===== src/rtl/stereogram_row_linker_core_macros.svh =====
// assertion macros shared by the row linker modules
`ifndef STEREOGRAM_ROW_LINKER_CORE_MACROS_SVH
`define STEREOGRAM_ROW_LINKER_CORE_MACROS_SVH

// same-cycle implication on the module clock, off during reset
`define SRL_ASSERT_IMP(label, ante, cons, msg) \
  label: assert property (@(posedge clk_i) disable iff (!rst_ni) (ante) |-> (cons)) \
    else $error(msg);

// next-cycle implication on the module clock, off during reset
`define SRL_ASSERT_NXT(label, ante, cons, msg) \
  label: assert property (@(posedge clk_i) disable iff (!rst_ni) (ante) |=> (cons)) \
    else $error(msg);

`endif


===== src/rtl/srl_pkg.sv =====
// shared types and constants of the stereogram row linker
`timescale 1ns / 1ps
`default_nettype none

package srl_pkg;

  // table geometry
  localparam int unsigned MaxRowWidth = 2048;
  localparam int unsigned PosW        = $clog2(MaxRowWidth);
  localparam int unsigned RowW        = 12;
  localparam int unsigned DepthW      = 17;
  localparam int unsigned SepW        = 12;
  localparam int unsigned ProdW       = DepthW + SepW;
  localparam int unsigned SumW        = ProdW + 1;
  localparam int unsigned SignedW     = PosW + 3;

  // fixed point constants
  localparam logic [DepthW-1:0] QOne      = DepthW'(65536);
  localparam logic [SumW-1:0]   RoundHalf = SumW'(32768);
  localparam logic [RowW-1:0]   RowMax    = RowW'(MaxRowWidth);

  // input action codes
  typedef enum logic [1:0] {
    ACT_CLEAR   = 2'd0,
    ACT_LINK    = 2'd1,
    ACT_RESOLVE = 2'd2,
    ACT_NOP     = 2'd3
  } act_e;

  // controller states
  typedef enum logic [3:0] {
    ST_CLEAR,
    ST_IDLE,
    ST_MUL,
    ST_SEP,
    ST_RANGE,
    ST_FIND_ISSUE,
    ST_FIND,
    ST_COMP_ISSUE,
    ST_COMP
  } state_e;

  // datapath operations
  typedef enum logic [3:0] {
    OP_NONE,
    OP_LOAD,
    OP_CLEAR_STEP,
    OP_MUL,
    OP_SEP,
    OP_RANGE,
    OP_FIND_ISSUE,
    OP_FIND,
    OP_COMP_ISSUE,
    OP_COMP
  } dp_op_e;

  // controller to datapath
  typedef struct packed {
    dp_op_e op;
    logic   side;      // 0 walks from left/position, 1 from right
    logic   save_a;    // keep the left root
    logic   link_wr;   // hang right root under left root
    logic   res_load;  // present a resolve beat
  } dp_cmd_t;

  // datapath to controller
  typedef struct packed {
    logic clr_last;
    logic range_ok;
    logic found;
    logic comp_done;
  } dp_sts_t;

endpackage

`default_nettype wire


===== src/rtl/srl_ctrl.sv =====
// sequencer for clear sweep, separation steps and root walks
`timescale 1ns / 1ps
`default_nettype none
`include "stereogram_row_linker_core_macros.svh"

module srl_ctrl (
  input  wire logic             clk_i,
  input  wire logic             rst_ni,
  input  wire logic             start,
  input  wire logic [1:0]       action_i,
  output logic                  busy,
  output srl_pkg::dp_cmd_t      cmd_o,
  input  wire srl_pkg::dp_sts_t sts_i
);

  srl_pkg::state_e state_q, state_d;
  logic            side_q, side_d;
  logic            link_q, link_d;

  // state register
  always_ff @(posedge clk_i or negedge rst_ni) begin
    if (!rst_ni) begin
      state_q <= srl_pkg::ST_CLEAR;
      side_q  <= 1'b0;
      link_q  <= 1'b0;
    end else begin
      state_q <= state_d;
      side_q  <= side_d;
      link_q  <= link_d;
    end
  end

  // next state and datapath commands
  always_comb begin
    state_d        = state_q;
    side_d         = side_q;
    link_d         = link_q;
    busy           = 1'b1;
    cmd_o.op       = srl_pkg::OP_NONE;
    cmd_o.side     = side_q;
    cmd_o.save_a   = 1'b0;
    cmd_o.link_wr  = 1'b0;
    cmd_o.res_load = 1'b0;
    case (state_q)
      srl_pkg::ST_CLEAR: begin
        cmd_o.op = srl_pkg::OP_CLEAR_STEP;
        if (sts_i.clr_last) begin
          state_d = srl_pkg::ST_IDLE;
        end
      end
      srl_pkg::ST_IDLE: begin
        busy = 1'b0;
        if (start) begin
          case (action_i)
            srl_pkg::ACT_CLEAR: begin
              state_d = srl_pkg::ST_CLEAR;
            end
            srl_pkg::ACT_LINK: begin
              cmd_o.op = srl_pkg::OP_LOAD;
              link_d   = 1'b1;
              side_d   = 1'b0;
              state_d  = srl_pkg::ST_MUL;
            end
            srl_pkg::ACT_RESOLVE: begin
              cmd_o.op = srl_pkg::OP_LOAD;
              link_d   = 1'b0;
              side_d   = 1'b0;
              state_d  = srl_pkg::ST_FIND_ISSUE;
            end
            default: begin
              state_d = srl_pkg::ST_IDLE;
            end
          endcase
        end
      end
      srl_pkg::ST_MUL: begin
        cmd_o.op = srl_pkg::OP_MUL;
        state_d  = srl_pkg::ST_SEP;
      end
      srl_pkg::ST_SEP: begin
        cmd_o.op = srl_pkg::OP_SEP;
        state_d  = srl_pkg::ST_RANGE;
      end
      srl_pkg::ST_RANGE: begin
        cmd_o.op = srl_pkg::OP_RANGE;
        state_d  = sts_i.range_ok ? srl_pkg::ST_FIND_ISSUE : srl_pkg::ST_IDLE;
      end
      srl_pkg::ST_FIND_ISSUE: begin
        cmd_o.op = srl_pkg::OP_FIND_ISSUE;
        state_d  = srl_pkg::ST_FIND;
      end
      srl_pkg::ST_FIND: begin
        cmd_o.op = srl_pkg::OP_FIND;
        if (sts_i.found) begin
          state_d = srl_pkg::ST_COMP_ISSUE;
        end
      end
      srl_pkg::ST_COMP_ISSUE: begin
        cmd_o.op = srl_pkg::OP_COMP_ISSUE;
        state_d  = srl_pkg::ST_COMP;
      end
      srl_pkg::ST_COMP: begin
        cmd_o.op = srl_pkg::OP_COMP;
        if (sts_i.comp_done) begin
          if (!link_q) begin
            cmd_o.res_load = 1'b1;
            state_d        = srl_pkg::ST_IDLE;
          end else if (!side_q) begin
            cmd_o.save_a = 1'b1;
            side_d       = 1'b1;
            state_d      = srl_pkg::ST_FIND_ISSUE;
          end else begin
            cmd_o.link_wr = 1'b1;
            state_d       = srl_pkg::ST_IDLE;
          end
        end
      end
      default: begin
        state_d = srl_pkg::ST_IDLE;
      end
    endcase
  end

  // a clear beat always starts a full sweep
  `SRL_ASSERT_NXT(a_clear_sweep, start && !busy && (action_i == srl_pkg::ACT_CLEAR),
                  state_q == srl_pkg::ST_CLEAR, "clear beat did not start the sweep")
  // the sweep ends back in idle
  `SRL_ASSERT_NXT(a_sweep_end, (state_q == srl_pkg::ST_CLEAR) && sts_i.clr_last,
                  state_q == srl_pkg::ST_IDLE && !busy, "sweep did not return to idle")
  // the right walk only runs for a link
  `SRL_ASSERT_IMP(a_side_link, side_q, link_q, "right-side walk outside a link")

endmodule

`default_nettype wire


===== config.mk =====
export PLATFORM = sky130hd
export DESIGN_NAME = srl_ctrl
export DESIGN_NICKNAME = d
export VERILOG_FILES = /design/src/rtl/srl_pkg.sv /design/src/rtl/srl_ctrl.sv
export VERILOG_INCLUDE_DIRS = /design/src /design/src/rtl
export SDC_FILE = /design/constraint.sdc
export NUM_CORES = 1
export LEC_CHECK = 0
export CAP_MARGIN = 5
export CORE_AREA = 2 2 39 41
export CTS_CLUSTER_DIAMETER = 60
export DETAILED_ROUTE_END_ITERATION = 12
export DIE_AREA = 0 0 41 43
export DONT_BUFFER_PORTS = 1
export GPL_TIMING_DRIVEN = 0
export PLACE_DENSITY_LB_ADDON = 0.05
export SLEW_MARGIN = 40
export SYNTH_ARGS = -nofsm -noshare
export SYNTH_HDL_FRONTEND = slang
export SYNTH_SLANG_ARGS = --single-unit
export TNS_END_PERCENT = 50

===== constraint.sdc =====
create_clock -name clk_i -period 1.85 [get_ports clk_i]
set_input_delay 0.2775 -clock clk_i [delete_from_list [all_inputs] [get_ports clk_i]]
set_output_delay 0.2775 -clock clk_i [all_outputs]
set_load 0.005 [all_outputs]

=== After elaboration in Yosys (flattened, before gate mapping) ===
Index checks and enable logic that the tools add are counted.
Widths: inputs -> output; s select.

* Equality and inequality tests: 16
* Reduce and logical (&&, ||, !) cells: 8
* Mux-type cells: 25

{| class="wikitable"
|+ Operators by type and width
! operator !! count
|-
| $pmux 4 s9 || 2
|-
| $eq 4x3->1 const B || 4
|-
| $mux 4 || 4
|-
| $mux 3 || 5
|-
| $ne 2x2->1 const B || 6
|-
| $mux 1 || 10
|-
| $pmux 3 s3 || 1
|-
| $eq 4x2->1 const B || 2
|-
| $reduce_and 5->1 || 1
|-
| $eq 4x1->1 const B || 1
|-
| $eq 4x4->1 const B || 1
|-
| $logic_not 4->1 || 1
|-
| $pmux 1 s2 || 2
|-
| $reduce_and 4->1 || 1
|-
| $reduce_bool 2->1 || 2
|-
| $reduce_and 3->1 || 1
|-
| $eq 2x1->1 const B || 1
|-
| $eq 2x2->1 const B || 1
|-
| $logic_not 2->1 || 1
|-
| $mux 2 || 1
|-
| $reduce_or 2->1 || 1
|}

* Bits in registers: 6
* Output and inout port bits: 9

=== Depth between registers and ports, before layout ===
Gate-level depths: netlist of the first run.

* Word-level depth: 5
* Mapped depth: 6

=== Least setup slack after synthesis of the first run ===
OpenSTA, ideal clock, no wires.

* Path type: reg-to-output
* From: reg state_q[2]
* To: out cmd_o[2] in the netlist's numbering
* Cell stages (with the launch flop): 5
* Data arrival time: 1.185 ns
* Data required time: 1.572 ns
* Setup slack: 0.388 ns
* Cell sequence: dfrtp_1 -> buf_2 -> nor4b_4 -> nand2_1 -> nor3b_1

{| class="wikitable"
|+ RTL lines
! item !! RTL line !! RTL
|-
| from (decl) || srl_ctrl.sv:16 || <nowiki>srl_pkg::state_e state_q, state_d;</nowiki>
|-
| from (signal assigned) || srl_ctrl.sv:23 || <nowiki>state_q <= srl_pkg::ST_CLEAR;</nowiki>
|-
| from (signal assigned) || srl_ctrl.sv:27 || <nowiki>state_q <= state_d;</nowiki>
|-
| to (decl) || srl_ctrl.sv:12 || <nowiki>output srl_pkg::dp_cmd_t cmd_o,</nowiki>
|}

==> results of run 1 <==
==> registers in the layout, summed over array words and instances (netlist names) <==
register	cells
link_q	1
side_q	1
state_q	4
==> timing repair <==
item / CTS / global route
resized for setup: 1 / 7
endpoints found under the hold margin: 6 / 0
hold buffers: 1 / 0
pin swaps: 1 / 3
setup buffers: 0 / 6
endpoints found under the setup margin: 1 / 2
==> cells in the final DEF (no fill, tap or decap), types with 2 or more instances in the layout <==
cell type | Yosys | routed
nor3b_2 | 1 | 2
buf_4 | 2 | 8
ha_1 | 3 | 3
o31ai_1 | 3 | 3
inv_1 | 5 | 5
nand2_1 | 5 | 5
dfrtp_1 | 6 | 6
a21oi_1 | 2 | 2
nor3b_1 | 3 | 2
nor2_1 | 7 | 7
clkbuf_4 | 0 | 3
o21a_1 | 2 | 2
buf_6 | 1 | 3
o21ai_0 | 5 | 5
==> final cells by class <==
class | count | area [um2]
Fill cell | 141 | 697
Multi-Input combinational cell | 49 | 367
Sequential cell | 6 | 150
Timing Repair Buffer | 7 | 55.1
Buffer | 6 | 53.8
Clock buffer | 3 | 22.5
Tap cell | 16 | 20.0
Inverter | 5 | 18.8
==> final timing paths <==
| check | startpoint | to | slack (ns) | depth (start not counted) |
|---|---|---|---|---|
| worst min register to register | link_q | link_q | 0.59 | 2 |
| min in group asynchronous | rst_ni | state_q[2] | 0.33 | 1 |
| worst max-delay path | state_q[2] | cmd_o[1] | 0.04 | 4 |
| max in group asynchronous | rst_ni | state_q[3] | 1.29 | 1 |
| worst min-delay path | sts_i[0] | state_q[3] | 0.25 | 2 |
| worst max register to register | state_q[2] | link_q | 0.24 | 4 |
==> routing by layer <==
layer | GRT usage [%] | vias up | wire, um
met5 | 0 | - | 0
met4 | 6.00 | 0 | 14
met3 | 4.71 | 2 | 107
met2 | 25.9 | 24 | 707
met1 | 23.1 | 246 | 600
li1 | - | 258 | -
==> Yosys cell counts (all sizes together) (2+ instances only) <==
cell	instances
o21a	2
inv	5
o21ai	5
nand2	5
buf	6
a21oi	2
nor3b	4
ha	3
nor2	7
o31ai	3
dfrtp	6
==> per-stage QoR <==
| step | worst slack [ns] | cells |
|---|---|---|
| 5_1_grt | -0.0219 | 92 |
| 3_5_place_dp | 0.227 | 82 |
| 2_1_floorplan | 0.388 | 66 |
| 3_3_place_gp | 0.258 | 82 |
| 6_report | 0.0380 | 92 |
| 4_1_cts | 0.0199 | 86 |
==> power by group through the flow <==
| stage | clock network, uW | logic [uW] | registers (uW) |
|---|---|---|---|
| after floorplan | 0 | 428 | 212 |
| after global placement | 0 | 508 | 223 |
| after detailed placement | 0 | 507 | 223 |
| after CTS | 128 | 512 | 223 |
| after global routing | 140 | 642 | 234 |
| final | 129 | 573 | 229 |
==> cells by family after synthesis <==
logic type	Yosys count
mux	1
flops	6
fa+ha+maj	3
compound gates	18
buf+inv	11
xor+xnor	2
simple gates	25
==> worst max-delay path: stages, from the launching register on <==
cell and delay [ns]:
dfrtp_1 0.40, buf_6 0.14, nor4b_4 0.36, buf_4 0.17, and4_1 0.20
==> flow_summary.ini, run 1 <==
[run_status]
status = complete, no violations

[timing]
setup-tns-final_ns = 0
whs_ns = 0.246
rsz0062_at_grt = true
drv_slew = 0
layout_min_cycle_time_ns = 1.81
max-slew-margin-rel_pct = 69.5
tightestPinTransition_ns = 0.453
final-hold-violation-count = 0
skew_ns = 0.0109
setup_viol = 0
fin_crit_sh_pct = 97.9
fmax_ghz = 0.552

[synth]
yosysWarningCount = 0
synth-simple-area-share_pct = 29.9
synthMuxAreaShare_pct = 1.77
ys_ff_latch = 6
syn-num-nets = 78
async_flop_share_pct = 100
ys_top_cells_by_area = dfrtp_1 27%, ha_1 6.6%, nor2_1 4.6%
synth_top_family_by_area = simple AND/OR/NAND/NOR gates
synth_ff_type = dfrtp_1
synth_top_area_share_pct = 26.5
synth_cell_types = 32
yosys.area_share.adder_pct = 6.64
synth_edf_count = 0
post-synth-top-area-cell = dfrtp_1
synth_cells = 66
syn-cell-area_um2 = 566
avgSynthCellArea_um2 = 8.57
synthXorXnorAreaFrac_pct = 3.10
synth_compound_area_share_pct = 21.5
seq_area_frac_synth_pct = 26.5

[grt]
antenna_found_initial = 0
grt_pass1_vias = 471
grt_pass1_wl_um = 2020
grt_start_max_net_pins = 11
gr-total-overflow = 0
grt_use_total_pct = 17.3

[floorplan]
coreArea_um2 = 1380
row_count = 14
die_w_um = 41
initial_core_util_pct = 40.9
dieHeight_um = 43
io_pins = 18
die_area_um2 = 1760

[power_and_ir_drop]
p_per_area_nw_per_um2 = 1350
peakVddDrop_uv = 623
p_seq_share_pct = 24.6
p_clk_share_pct = 13.8
power_uw = 931
netSwitchingFraction_pct = 42.9
p_leak_uw = 0.000299
share_comb_of_total_power_pct = 61.6
p_switching_uw = 399
intPower_uw = 532

[placed_design]
gp_congestion = 0.744
hpwl_um = 971
placedInstanceArea_um2 = 586
portBuffers = 0

[clocking]
root_buffer = clkbuf_4
path_clk_slew_ns = 0.05
cts_buffer_depth = 2
clk_latency_ns = 0.25
cts_tree = done
cts_sinks = 6
cts_buffers = 3
htree_levels = 1

[detailed_routing]
routedWlPerCell_um = 15.5
drc = 0
ant_nets = 0
drt_iter0_markers = 5
viasPerCell = 5.76
dr.pass1.iters = 4
via_count = 530
routed_wirelength_um = 1430

[critical_path]
cp.required_ns = 1.57
critPathLaunchType = register
crit_type = register to primary output
arrival_ns = 1.53
path_max_fanout = 6
end_kind = primary output

[final_layout]
final_util_pct = 49.6
area.growth.synth_to_final_pct = 21.5
finalInstanceArea_um2 = 687
drive_above_1_share_pct = 26.3
num-nets-final = 90
n_antenna_cell = 0

[run]
maxCapViolCount = 0

[min_path]
min_path_type = input port to register
(Power assumes the default switching activity.)
==> inputs of run 2 (changes only) <==
--- a/config.mk
+++ b/config.mk
@@ -6,6 +6,7 @@
 export SDC_FILE = /design/constraint.sdc
 export NUM_CORES = 1
 export LEC_CHECK = 0
+export ABC_AREA = 1
 export CAP_MARGIN = 5
 export CORE_AREA = 2 2 39 41
 export CTS_CLUSTER_DIAMETER = 60
==> run 2 against run 1 <==
Effect of this change:
- synthesized cell count increased by 20%
- design area decreased by 13%
- fmax increased by 11%
- flip-flop and latch count unchanged
- largest cell class unchanged
==> flow_summary.ini, run 2 <==
[run_status]
status = complete, no violations

[critical_path]
startpoint = state_q[0]
r2r_end = side_q
reg2reg_depth = 6
end_kind = primary output
endpoint = cmd_o[0]
crit_type = register to primary output
arrival_ns = 1.35
path_max_fanout = 9
critPathLaunchType = register
r2r-start = state_q[3]
r2r_setup_slack_ns = 0.55
cp.required_ns = 1.57

[synth]
yosysMostFrequentCell = nand2_1
seq_area_frac_synth_pct = 27.5
synth_top_area_share_pct = 27.5
async_flop_share_pct = 100
post-synth-top-area-cell = dfrtp_1
syn-cell-area_um2 = 547
syn-num-nets = 91
synth_cell_types = 22
ys_ff_latch = 6
avgSynthCellArea_um2 = 6.92
synth_ff_type = dfrtp_1
yosys-top-cells-count = 20 x nand2_1, 9 x inv_1, 9 x nand3_1
yosysWarningCount = 0
ys_top_cells_by_area = dfrtp_1 27%, nand2_1 14%, nand3_1 8.2%
synth_cells = 79
synth_edf_count = 0

[timing]
layout_min_cycle_time_ns = 1.63
finalWorstSetupSlack_ns = 0.220
fin_crit_sh_pct = 88.1
max-slew-margin-rel_pct = 81.6
final-hold-violation-count = 0
fmax_ghz = 0.613
skew_ns = 0.000533
tightestPinTransition_ns = 0.276
setup-tns-final_ns = 0
rsz0062_at_grt = false
drv_slew = 0
setup_viol = 0

[grt]
grt_pass1_wl_um = 1970
antenna_found_initial = 0
grt_pass1_vias = 482
grt_start_max_net_pins = 10
grt_use_total_pct = 16.8
gr-total-overflow = 0

[clocking]
root_buffer = clkbuf_4
cts_resized = 0
htree_levels = 1
path_clk_slew_ns = 0.04
clk_latency_ns = 0.24
cts_sinks = 6
cts_buffer_depth = 2
cts_tree = done
cts_buffers = 3
post_cts_buffers = 0
holdBufCountCts = 1

[final_layout]
n_antenna_cell = 0
area.growth.synth_to_final_pct = 9.61
drive_above_1_share_pct = 22.9
layout_commonest_cell = nand2_1
finalInstanceArea_um2 = 599
ff_latch_area_um2 = 150
n_fill_cell = 159
reg_top3 = state_q (4), link_q (1), side_q (1)
num-nets-final = 97
largest_reg_flops = 4
layout_common_cells = 20 x nand2_1, 9 x inv_1, 9 x nand3_1
multi_input_area_um2 = 333
top_register = state_q

[detailed_routing]
dr.pass1.iters = 4
routedWlPerCell_um = 12.0
viasPerCell = 5.00
via_count = 495
drc = 0
drt_iter0_markers = 1
ant_nets = 0
routed_wirelength_um = 1190

[floorplan]
io_pins = 18
die_w_um = 41
coreArea_um2 = 1380
die_area_um2 = 1760
row_count = 14
dieHeight_um = 43
initial_core_util_pct = 39.5

[power_and_ir_drop]
peakVddDrop_uv = 567
p_leak_uw = 0.000322
p_per_area_nw_per_um2 = 1290

[run]
maxCapViolCount = 0

[min_path]
min_path_type = input port to register

[placed_design]
pre_cts_ws_ns = 0.461
hpwl_um = 1020
placedInstanceArea_um2 = 567
portBuffers = 0
gp_congestion = 0.778
[run 2: changes by cell type in the layout (fill, tap and decap cells not counted), moves of 4 or more]
cell     previous run  this run
buf_4               8         1
inv_1               5         9
nand2_1             5        20
nand3_1             1         9
nor2_2              0         4
[run 2: metal layers]
metal  vias to the layer above  share of wire, %  global-route usage, %
li1                        265                 -                      -
met1                       222                46                   21.6
met2                         8                51                   24.4
met3                         0               3.0                   2.09
met4                         0                 0                   12.0
met5                         -                 0                      0
[run 2: where the power goes]
group	internal [uW]	total (uW)	switching, uW	leakage (uW)
clock	73.0	114	41.1	0.0000138
combinational	157	444	287	0.000230
sequential	172	217	44.8	0.0000781
total	402	775	373	0.000322
[run 2: worst min path at each step]
| stage | startpoint | endpoint | slack [ns] | cells past startpoint |
|---|---|---|---|---|
| after floorplan | rst_ni | link_q | -0.02 | 0 |
| after global placement | rst_ni | state_q[1] | -0.02 | 0 |
| after detailed placement | rst_ni | state_q[1] | -0.02 | 0 |
| after CTS | start | state_q[0] | 0.24 | 3 |
| after global routing | start | state_q[0] | 0.24 | 3 |
| final | start | state_q[0] | 0.25 | 3 |
[run 2: kinds of logic after synthesis]
group | count (synthesis) | synth area share [%]
buf+inv | 14 | 11.7
simple gates | 49 | 45.3
compound gates | 7 | 8.69
flops | 6 | 27.5
fa+ha+maj | 3 | 6.87
[run 2: worst max-delay path, stage by stage, from the launching register on]
cell     delay (ns)
dfrtp_1        0.36
buf_6          0.14
nor2_2         0.25
nand2_1        0.16
nor3_1         0.20
[run 2: layout make-up]
| type | count | share of cell area [%] |
|---|---|---|
| buffer | 2 | 3.13 |
| clock buffer | 3 | 3.76 |
| sequential | 6 | 25.1 |
| inverter | 12 | 7.52 |
| multi-input combinational | 59 | 55.5 |
| tap | 16 | 3.34 |
| timing repair buffer | 1 | 1.67 |
[run 2: through the flow]
stage | power, uW | utilization (%) | cells | hold slack, ns
finish | 775 | 43.3 | 99 | 0.250
detailed placement | 668 | 41.0 | 95 | -0.0179
global placement | 668 | 41.0 | 95 | -0.0180
global route | 877 | 43.3 | 99 | 0.245
CTS | 791 | 43.3 | 99 | 0.242
floorplan | 576 | - | 79 | -0.0181
==> inputs of run 3 (changes only) <==
--- a/config.mk
+++ b/config.mk
@@ -8,12 +8,13 @@
 export LEC_CHECK = 0
 export ABC_AREA = 1
 export CAP_MARGIN = 5
-export CORE_AREA = 2 2 39 41
+export CORE_AREA = 5 5 42 44
 export CTS_CLUSTER_DIAMETER = 60
 export DETAILED_ROUTE_END_ITERATION = 12
-export DIE_AREA = 0 0 41 43
+export DIE_AREA = 0 0 47 49
 export DONT_BUFFER_PORTS = 1
 export GPL_TIMING_DRIVEN = 0
+export HOLD_SLACK_MARGIN = 0.03
 export PLACE_DENSITY_LB_ADDON = 0.05
 export SLEW_MARGIN = 40
 export SYNTH_ARGS = -nofsm -noshare
==> run 3 against run 2 <==
Effect of this change:
- global-route usage fell by 3.8 points
- sequential share of layout area did not move
- critical path type unchanged
- final cell count did not move
- largest power group unchanged
- critical path depth did not move
- first-iteration DRC count rose to 10 times the previous value
- design area did not move
==> flow_summary.ini, run 3 (synthesis results as in run 2) <==
[run_status]
status = complete, no violations

[timing]
rsz0062_at_grt = false
tightestPinTransition_ns = 0.274
max-slew-margin-rel_pct = 81.7
drv_slew = 0
layout_min_cycle_time_ns = 1.63
fin_crit_sh_pct = 88.1
final-hold-violation-count = 0
setup-tns-final_ns = 0
whs_ns = 0.252
skew_ns = 0.00405
fmax_ghz = 0.614
setup_viol = 0

[critical_path]
end_kind = primary output
crit_type = register to primary output
critPathLaunchType = register
path_max_fanout = 9
reg2reg_depth = 6
r2r-start = state_q[3]
cpPeakStageDelay_ns = 0.36
r2r_end = side_q
endpoint = cmd_o[0]
arrival_ns = 1.35
cp.buffers_inverters = 1
cp_slowest_cell = dfrtp_1
startpoint = state_q[0]
critical-path-top-delay-family = simple AND/OR/NAND/NOR gates
cp.required_ns = 1.57
r2r_setup_slack_ns = 0.52
crit_chain = buf_6, nor2_2, nand2_1, nor3_1
cp.depth = 4

[detailed_routing]
drt_iter0_markers = 10
dr.pass1.iters = 4
routed_wirelength_um = 1270
drc = 0
viasPerCell = 5.12
ant_nets = 0
via_count = 507
routedWlPerCell_um = 12.8

[final_layout]
multi_input_area_um2 = 333
num-nets-final = 97
layout_common_cells = 20 x nand2_1, 9 x inv_1, 9 x nand3_1
n_fill_cell = 175
area.growth.synth_to_final_pct = 9.61
ff_latch_area_um2 = 150
n_antenna_cell = 0
largest_reg_flops = 4
drive_above_1_share_pct = 22.9
reg_top3 = state_q (4), link_q (1), side_q (1)
layout_commonest_cell = nand2_1
top_register = state_q

[clocking]
cts_tree = done
cts_buffer_depth = 2
path_clk_slew_ns = 0.04
root_buffer = clkbuf_4
holdBufCountCts = 1
cts_buffers = 3
post_cts_buffers = 0
cts_resized = 0
cts_sinks = 6
clk_latency_ns = 0.24
htree_levels = 1

[grt]
antenna_found_initial = 0
grt_start_max_net_pins = 10
grt_pass1_wl_um = 2150
grt_pass1_vias = 478
grt_use_total_pct = 13.0
gr-total-overflow = 0

[power_and_ir_drop]
p_switching_uw = 373
intPower_uw = 403
share_comb_of_total_power_pct = 57.4
p_seq_share_pct = 27.6
power_uw = 775
p_leak_uw = 0.000322
p_clk_share_pct = 15.0
netSwitchingFraction_pct = 48.1
p_per_area_nw_per_um2 = 1290
peakVddDrop_uv = 569

[placed_design]
hpwl_um = 1070
portBuffers = 0
gp_congestion = 0.813

[floorplan]
initial_core_util_pct = 39.0
row_count = 14
coreArea_um2 = 1400
die_w_um = 47
io_pins = 18
dieHeight_um = 49
die_area_um2 = 2300

[run]
maxCapViolCount = 0

[min_path]
min_path_type = input port to register
-- run 3: area by class of cell --
class                      instances  share of cell area (%)
tap                               16                    3.34
sequential                         6                    25.1
clock buffer                       3                    3.76
inverter                          12                    7.52
multi-input combinational         59                    55.5
buffer                             2                    3.13
timing repair buffer               1                    1.67
-- run 3: worst min-delay path by stage --
stage,from,endpoint,slack [ns],depth (start not counted)
floorplan,rst_ni,link_q,-0.02,0
global placement,rst_ni,state_q[1],-0.02,0
detailed placement,rst_ni,state_q[2],-0.02,0
CTS,start,state_q[0],0.26,3
global route,start,state_q[0],0.26,3
finish,start,state_q[0],0.25,3
-- run 3: metal layers --
layer  share of wire [%]  GRT usage (%)  wire length (um)
met5                   0              0                 0
met4                   0           2.76                 0
met3                 6.4           7.01                81
met2                  47           17.9               594
met1                  47           17.9               594
-- run 3: metrics by stage --
| step | area, um2 | util [%] | setup slack (ns) | std cells |
|---|---|---|---|---|
| after floorplan | 547 | - | 0.601 | 79 |
| after global placement | 567 | 40.4 | 0.475 | 95 |
| after detailed placement | 567 | 40.4 | 0.471 | 95 |
| after CTS | 599 | 42.8 | 0.198 | 99 |
| after global routing | 599 | 42.8 | 0.112 | 99 |
| final | 599 | 42.8 | 0.221 | 99 |
-- run 3: power groups by stage --
stage	combinational [uW]	sequential, uW	clock [uW]
6_report	445	214	116
5_1_grt	508	222	134
4_1_cts	454	214	123
3_5_place_dp	448	216	0
3_3_place_gp	450	217	0
2_1_floorplan	370	206	0
-- run 3: tightest hold or removal path, cell delays in order --
cell,delay [ns]
inv_1,0.05
nand2_4,0.07
nand2_1,0.05
